**src/rtl/core/fla_pkg.sv**
```systemverilog
`timescale 1ns / 1ps
`default_nettype none
// ----------------------------------------------------------------------------
// Free list slot allocator package
// Shared constants, operation and status codes, and control structures.
// ----------------------------------------------------------------------------
package fla_pkg;

    localparam int SLOT_COUNT           = 256;
    localparam int SLOT_BITS            = $clog2(SLOT_COUNT);
    localparam int COUNT_BITS           = SLOT_BITS + 1;
    localparam int DEFAULT_HANDLE_BITS  = 32;
    localparam int MODE_BITS            = 2;
    localparam int STATUS_BITS          = 2;

    typedef enum logic [MODE_BITS-1:0] {
        MODE_CREATE  = 2'd0,
        MODE_DESTROY = 2'd1,
        MODE_LOOKUP  = 2'd2,
        MODE_UNUSED  = 2'd3
    } mode_t;

    localparam logic [STATUS_BITS-1:0] STATUS_OK   = 2'd0;
    localparam logic [STATUS_BITS-1:0] STATUS_FULL = 2'd1;
    localparam logic [STATUS_BITS-1:0] STATUS_BAD  = 2'd2;

    // Control from the sequencer to the slot table.
    typedef struct packed {
        logic                 rd_en;
        logic [SLOT_BITS-1:0] rd_addr;
        logic                 wr_en;
        logic                 clr_en;
        logic [SLOT_BITS-1:0] wr_addr;
    } slot_ctrl_t;

    // Control from the sequencer to the free queue.
    typedef struct packed {
        logic                 rd_en;
        logic                 pop;
        logic                 push;
        logic [SLOT_BITS-1:0] push_slot;
    } queue_ctrl_t;

    // Status from the free queue back to the sequencer.
    typedef struct packed {
        logic                 empty;
        logic [SLOT_BITS-1:0] head_slot;
    } queue_stat_t;

endpackage : fla_pkg
`default_nettype wire

```
**src/rtl/core/fla_free_queue.sv**
```systemverilog
`timescale 1ns / 1ps
`default_nettype none
// ----------------------------------------------------------------------------
// Free queue
// Circular buffer of released slot indices, oldest first.
// ----------------------------------------------------------------------------
module fla_free_queue (
    input  wire logic                 clk,
    input  wire logic                 rst_n,
    input  wire fla_pkg::queue_ctrl_t ctrl,
    output fla_pkg::queue_stat_t      stat
);
    import fla_pkg::*;

    logic [SLOT_BITS-1:0]  queue_mem [SLOT_COUNT];
    logic [SLOT_BITS-1:0]  head_data_reg;
    logic [SLOT_BITS-1:0]  head_reg;
    logic [SLOT_BITS-1:0]  head_next;
    logic [SLOT_BITS-1:0]  tail_reg;
    logic [SLOT_BITS-1:0]  tail_next;
    logic [COUNT_BITS-1:0] count_reg;
    logic [COUNT_BITS-1:0] count_next;
    logic                  push_ok;

    // The pointers span exactly the queue depth, so they wrap on overflow.
    assign push_ok = ctrl.push && (count_reg != COUNT_BITS'(SLOT_COUNT));

    always_comb
    begin
        head_next  = head_reg;
        tail_next  = tail_reg;
        count_next = count_reg;
        if (ctrl.pop)
        begin
            head_next  = head_reg + 1'b1;
            count_next = count_next - 1'b1;
        end
        if (push_ok)
        begin
            tail_next  = tail_reg + 1'b1;
            count_next = count_next + 1'b1;
        end
    end

    always_ff @(posedge clk)
    begin
        if (push_ok)
        begin
            queue_mem[tail_reg] <= ctrl.push_slot;
        end
        if (ctrl.rd_en)
        begin
            head_data_reg <= queue_mem[head_reg];
        end
    end

    always_ff @(posedge clk or negedge rst_n)
    begin
        if (!rst_n)
        begin
            head_reg  <= '0;
            tail_reg  <= '0;
            count_reg <= '0;
        end
        else
        begin
            head_reg  <= head_next;
            tail_reg  <= tail_next;
            count_reg <= count_next;
        end
    end

    assign stat.empty     = (count_reg == '0);
    assign stat.head_slot = head_data_reg;

endmodule : fla_free_queue
`default_nettype wire

```
**config.mk**
```make
export PLATFORM = sky130hd
export DESIGN_NAME = fla_free_queue
export DESIGN_NICKNAME = d
export VERILOG_FILES = /design/src/rtl/core/fla_pkg.sv /design/src/rtl/core/fla_free_queue.sv
export SDC_FILE = /design/constraint.sdc
export NUM_CORES = 2
export LEC_CHECK = 0
export BUFFER_PORTS_ARGS = -buffer_cell sky130_fd_sc_hd__clkbuf_2
export CORE_ASPECT_RATIO = 0.6
export CORE_UTILIZATION = 53
export DETAILED_ROUTE_END_ITERATION = 10
export PLACE_DENSITY = 0.77
export SLEW_MARGIN = 0
export SYNTH_ARGS = -nofsm -noshare
export SYNTH_HDL_FRONTEND = slang
export SYNTH_SLANG_ARGS = --single-unit
```
**constraint.sdc**
```tcl
create_clock -name clk -period 6.3 [get_ports clk]
set_clock_uncertainty 0.1 [all_clocks]
set_input_delay 0.315 -clock clk [delete_from_list [all_inputs] [get_ports clk]]
set_output_delay 0.315 -clock clk [all_outputs]
set_load 0.02 [all_outputs]
```
==> Yosys cells after proc, flatten, opt, wreduce, memory -nomap -nowiden <==
Memory sizes are Yosys's and may differ from the RTL's. A register that Yosys moved wholly into a read port is not among the register bits.
Cells that the tools add are included.
{ "classes": {"addsub": 4, "n_eq_ne": 1, "mux": 4, "reduce_logical": 2} }
{ "op_table": {"columns": ["op", "count"], "rows": [
  ["9-bit two-way mux", 2],
  ["8-bit by 1-bit adder with 8-bit output (second input constant)", 2],
  ["9-bit by 1-bit adder with 9-bit output (second input constant)", 1],
  ["9-bit zero test", 1],
  ["9-bit inequality test (second input constant)", 1],
  ["9-bit by 1-bit subtractor with 9-bit output (second input constant)", 1],
  ["1-bit two-way mux", 2],
  ["1-bit logical AND", 1]
]} }
{ "word_totals": {"regBits": 25, "ramBits": 2048, "inputBits": 13, "output_inout_bits": 9, "word_cells": 15, "n_memories": 1} }
{ "mem_list": {"columns": ["name", "words", "width", "read_ports", "rd_ports_with_merged_regs", "wr", "line_no", "text"], "rows": [
  ["queue_mem", 256, 8, 1, 1, 1, "fla_free_queue.sv:15", "logic [SLOT_BITS-1:0] queue_mem [SLOT_COUNT];"]
]} }

==> Depth between registers and ports, before layout <==
{ "depth": {"word_depth": 4, "depth_mapped": 12, "mapped_depth_nobuf": 8} }

==> Worst setup path before layout <==
OpenSTA, ideal clock, no wires.
{ "synth_path": {"path_type": "flip-flop to flip-flop", "start": "reg head_reg[0]", "end": "reg head_data_reg[7], read port of queue_mem (data pin)", "setup_time_ps": 273, "arrival_time_ps": 2246, "required_time_ps": 5927, "setup_slack_ps": 3681, "path_stages_with_launch": 9, "n_path_buf": 3, "synth_period_minus_slack_ps": 2619, "path_cell_list": "dfrtp_1 -> buf_6 -> buf_6 -> buf_2 -> mux4_2 -> a211oi_1 -> o21ai_0 -> a2111oi_0 -> a211oi_1"} }
{ "synth_lines": {"columns": ["item", "line_no", "text"], "rows": [
  ["from (decl)", "fla_free_queue.sv:17", "logic [SLOT_BITS-1:0] head_reg;"],
  ["from (signal assigned)", "fla_free_queue.sv:67", "head_reg <= head_next;"],
  ["to (decl)", "fla_free_queue.sv:16", "logic [SLOT_BITS-1:0] head_data_reg;"]
]} }

==> results.py <==
metrics = {
    "global_route": {
        "grt-ovfl-total": 0,
        "grt_pass1_wl_um": 312000,
        "grt_pass1_vias": 40800,
        "grt_max_degree": 215,
        "grt.total_usage_pct": 28.8,
        "antenna_found_initial": 6,
    },
    "critical_path": {
        "crit_arrival_ns": 5.31,
        "crit_buf_inv": 1,
        "slowest_delay_ns": 0.98,
        "worstPathMaxFanout": 135,
        "cp.required_ns": 6.80,
        "cp_slowest_cell": "dfrtp_4",
        "path_class": "reg2reg",
        "end_kind": "flip-flop",
        "startpoint_type": "flip-flop",
        "path_cells": "buf_12 -> mux4_2 -> mux2i_1 -> a211o_1 -> a21oi_1 -> o22ai_1 -> a222oi_1",
        "critPathTopFamily": "compound AO/OA/AOI/OAI gates",
    },
    "sta": {
        "setup-tns-final_ns": 0,
        "setup_viol": 0,
        "rsz0062_at_grt": "false",
        "whs_ns": 0.0146,
        "tightest_slew_ns": 1.43,
        "finalHoldViolCount": 0,
        "relSlewSlack_pct": 4.16,
        "period_share_pct": 76.4,
        "fin_crit_ns": 4.81,
        "slew_violations": 0,
        "fmax_mhz": 208,
    },
    "worst_hold_path": {
        "hold_class": "in2reg",
    },
    "pwr": {
        "seq_power_share_pct": 41.4,
        "p_per_area_nw_per_um2": 435,
        "p_sw_share_pct": 33.8,
        "power_w": 0.0387,
        "peakVddDrop_mv": 0.519,
        "p_switching_w": 0.0131,
        "power_frac_comb_pct": 30.7,
        "p_clk_share_pct": 27.9,
        "cell_internal_pwr_w": 0.0256,
        "leakage_nw": 27.5,
    },
    "drt": {
        "drt_first_pass_iters": 8,
        "drcViolationCount": 0,
        "drtIter0Drc": 8111,
        "num_vias": 42700,
        "wl_per_cell_um": 36.5,
        "final_antenna_net_count": 0,
        "vias_per_cell": 7.01,
        "drt_wl_total_um": 223000,
    },
    "synthesis": {
        "synth_enable_flop_cells": 2056,
        "synth_cell_types": 83,
        "synthCells": 3882,
        "yosysTopAreaCell": "edfxtp_1",
        "async_flop_share_pct": 1.20,
        "synth_seq_cells": 2081,
        "synth_area_sq_um": 81300,
        "ys.flop_type": "edfxtp_1",
        "yosysSeqAreaShare_pct": 76.7,
        "synth_warnings": 0,
        "syn-num-nets": 3902,
        "synth_top_area_share_pct": 76.0,
        "avgSynthCellArea_sq_um": 20.9,
        "netlist_top_cells_area": "edfxtp_1 (76%), mux4_2 (12%), mux2i_1 (2.3%)",
    },
    "clock_tree": {
        "cts_buffers": 172,
        "clk_latency_ns": 0.81,
        "ctsLongestPathBuffers": 3,
        "cts-root-buf": "clkbuf_16",
        "clock_sinks": 2081,
        "post_cts_buffers": 0,
        "path_clk_slew_ns": 0.07,
        "htreeDepth": 4,
        "cts_tree": "built",
    },
    "status": {
        "status": "completed",
    },
    "final_layout": {
        "regArea_sq_um": 62400,
        "fill_cells": 10300,
        "drive_gt1_share_pct": 20.1,
        "largest_reg_flops": 2048,
        "nNetsFinal": 3955,
        "multi_input_area_sq_um": 17400,
        "synthToLayoutAreaGrowth_pct": 9.37,
    },
    "floorplanning": {
        "die_w_um": 508,
        "pin_count": 22,
        "initial_core_util_pct": 53.8,
        "fp.dieH_um": 305,
        "row_count": 110,
        "dieArea_sq_um": 155000,
        "coreArea_sq_um": 151000,
    },
    "placed_design": {
        "place_congestion": 0.965,
        "dp_hpwl_um": 134000,
        "port_buffers": 21,
    },
    "flow_run": {
        "maxCapViolCount": 0,
    },
}
-- what timing repair did --
action	4_1_cts	5_1_grt
hold buffers	6	0
endpoints found under the hold margin	82	0
resized for setup	0	0
-- worst paths after layout --
check                             from                 to  slack, ns  depth (start not counted)
setup / recovery           head_reg[1]   head_data_reg[3]       1.49                          7
max in group asynchronous        rst_n        head_reg[0]       5.51                          2
hold reg to reg            tail_reg[5]        tail_reg[5]       0.44                          1
hold / removal                 ctrl[1]  queue_mem[100][1]       0.01                          1
min in group asynchronous        rst_n        tail_reg[0]       0.03                          2
setup reg to reg           head_reg[1]   head_data_reg[3]       1.49                          7
-- stage by stage --
step                      util, %  cells  worst slack [ns]  cell area (sq um)
after floorplan                 -   3882              3.68              81300
after global placement       55.1   5770              1.76              83300
after detailed placement     55.1   5770              1.67              83300
after CTS                    58.8   6088              1.65              88900
after global routing         58.8   6089              1.56              88900
final                        58.8   6098              1.49              88900
-- cells in the final DEF (no fill, tap or decap), types with 12 or more instances in the layout --
cell,instances
buf_12,15
clkinv_2,29
bufinv_16,18
a22oi_1,85
clkinv_1,43
mux2i_1,189
dfrtp_1,19
nor2_1,283
o22ai_1,30
a221oi_1,37
nand3_1,32
a22o_1,29
clkbuf_2,13
a211oi_1,20
clkbuf_16,175
xnor2_1,21
nand2_1,72
edfxtp_1,2056
o211ai_1,12
buf_4,70
mux4_2,430
a21oi_1,63
clkbuf_1,29
o21ai_0,32
nor3_1,17
-- layout make-up --
cell class | count | share of cell area, %
clock inverter | 106 | 1.11
timing repair buffer | 113 | 1.20
multi-input combinational | 1557 | 19.5
sequential | 2081 | 70.2
antenna | 9 | 0.0253
clock buffer | 206 | 5.08
tap | 2016 | 2.84
inverter | 10 | 0.0450
-- metal layers --
layer / global-route usage [%] / up-vias / wire, um
met1: 41.7 / 21900 / 81700
met3: 13.5 / 556 / 40700
met2: 38.4 / 4008 / 92100
met4: 9.51 / 8 / 8020
li1: - / 16300 / -
met5: 0 / - / 80
-- synth_stat cells (20+ instances only) --
cell,count
nand2_1,72
edfxtp_1,2056
xnor2_1,21
mux2i_1,189
clkbuf_1,79
a221oi_1,37
buf_6,23
nor2_1,286
a21oi_1,63
a22oi_1,85
a211oi_1,20
o22ai_1,30
buf_4,24
mux4_2,430
nand3_1,32
a22o_1,29
dfrtp_1,25
buf_2,73
o21ai_0,32
-- cells by family (layout without fill, tap and decap cells) --
logic type | count (synthesis) | count (layout) | share of synthesized area [%]
compound gates | 390 | 390 | 3.51
xor+xnor | 30 | 30 | 0.323
fa+ha+maj | 7 | 7 | 0.108
buf+inv | 244 | 435 | 1.96
flops | 2081 | 2081 | 76.7
mux | 636 | 636 | 14.7
other cells | 0 | 9 | 0
simple gates | 494 | 494 | 2.67
-- power by group through the flow --
stage / clock [W] / combinational [W] / sequential (W)
2_1_floorplan: 0 / 0.00745 / 0.0159
3_3_place_gp: 0 / 0.0112 / 0.0163
3_5_place_dp: 0 / 0.0113 / 0.0163
4_1_cts: 0.0108 / 0.0114 / 0.0160
5_1_grt: 0.0113 / 0.0120 / 0.0160
6_report: 0.0108 / 0.0119 / 0.0160
(Power assumes the default switching activity.)
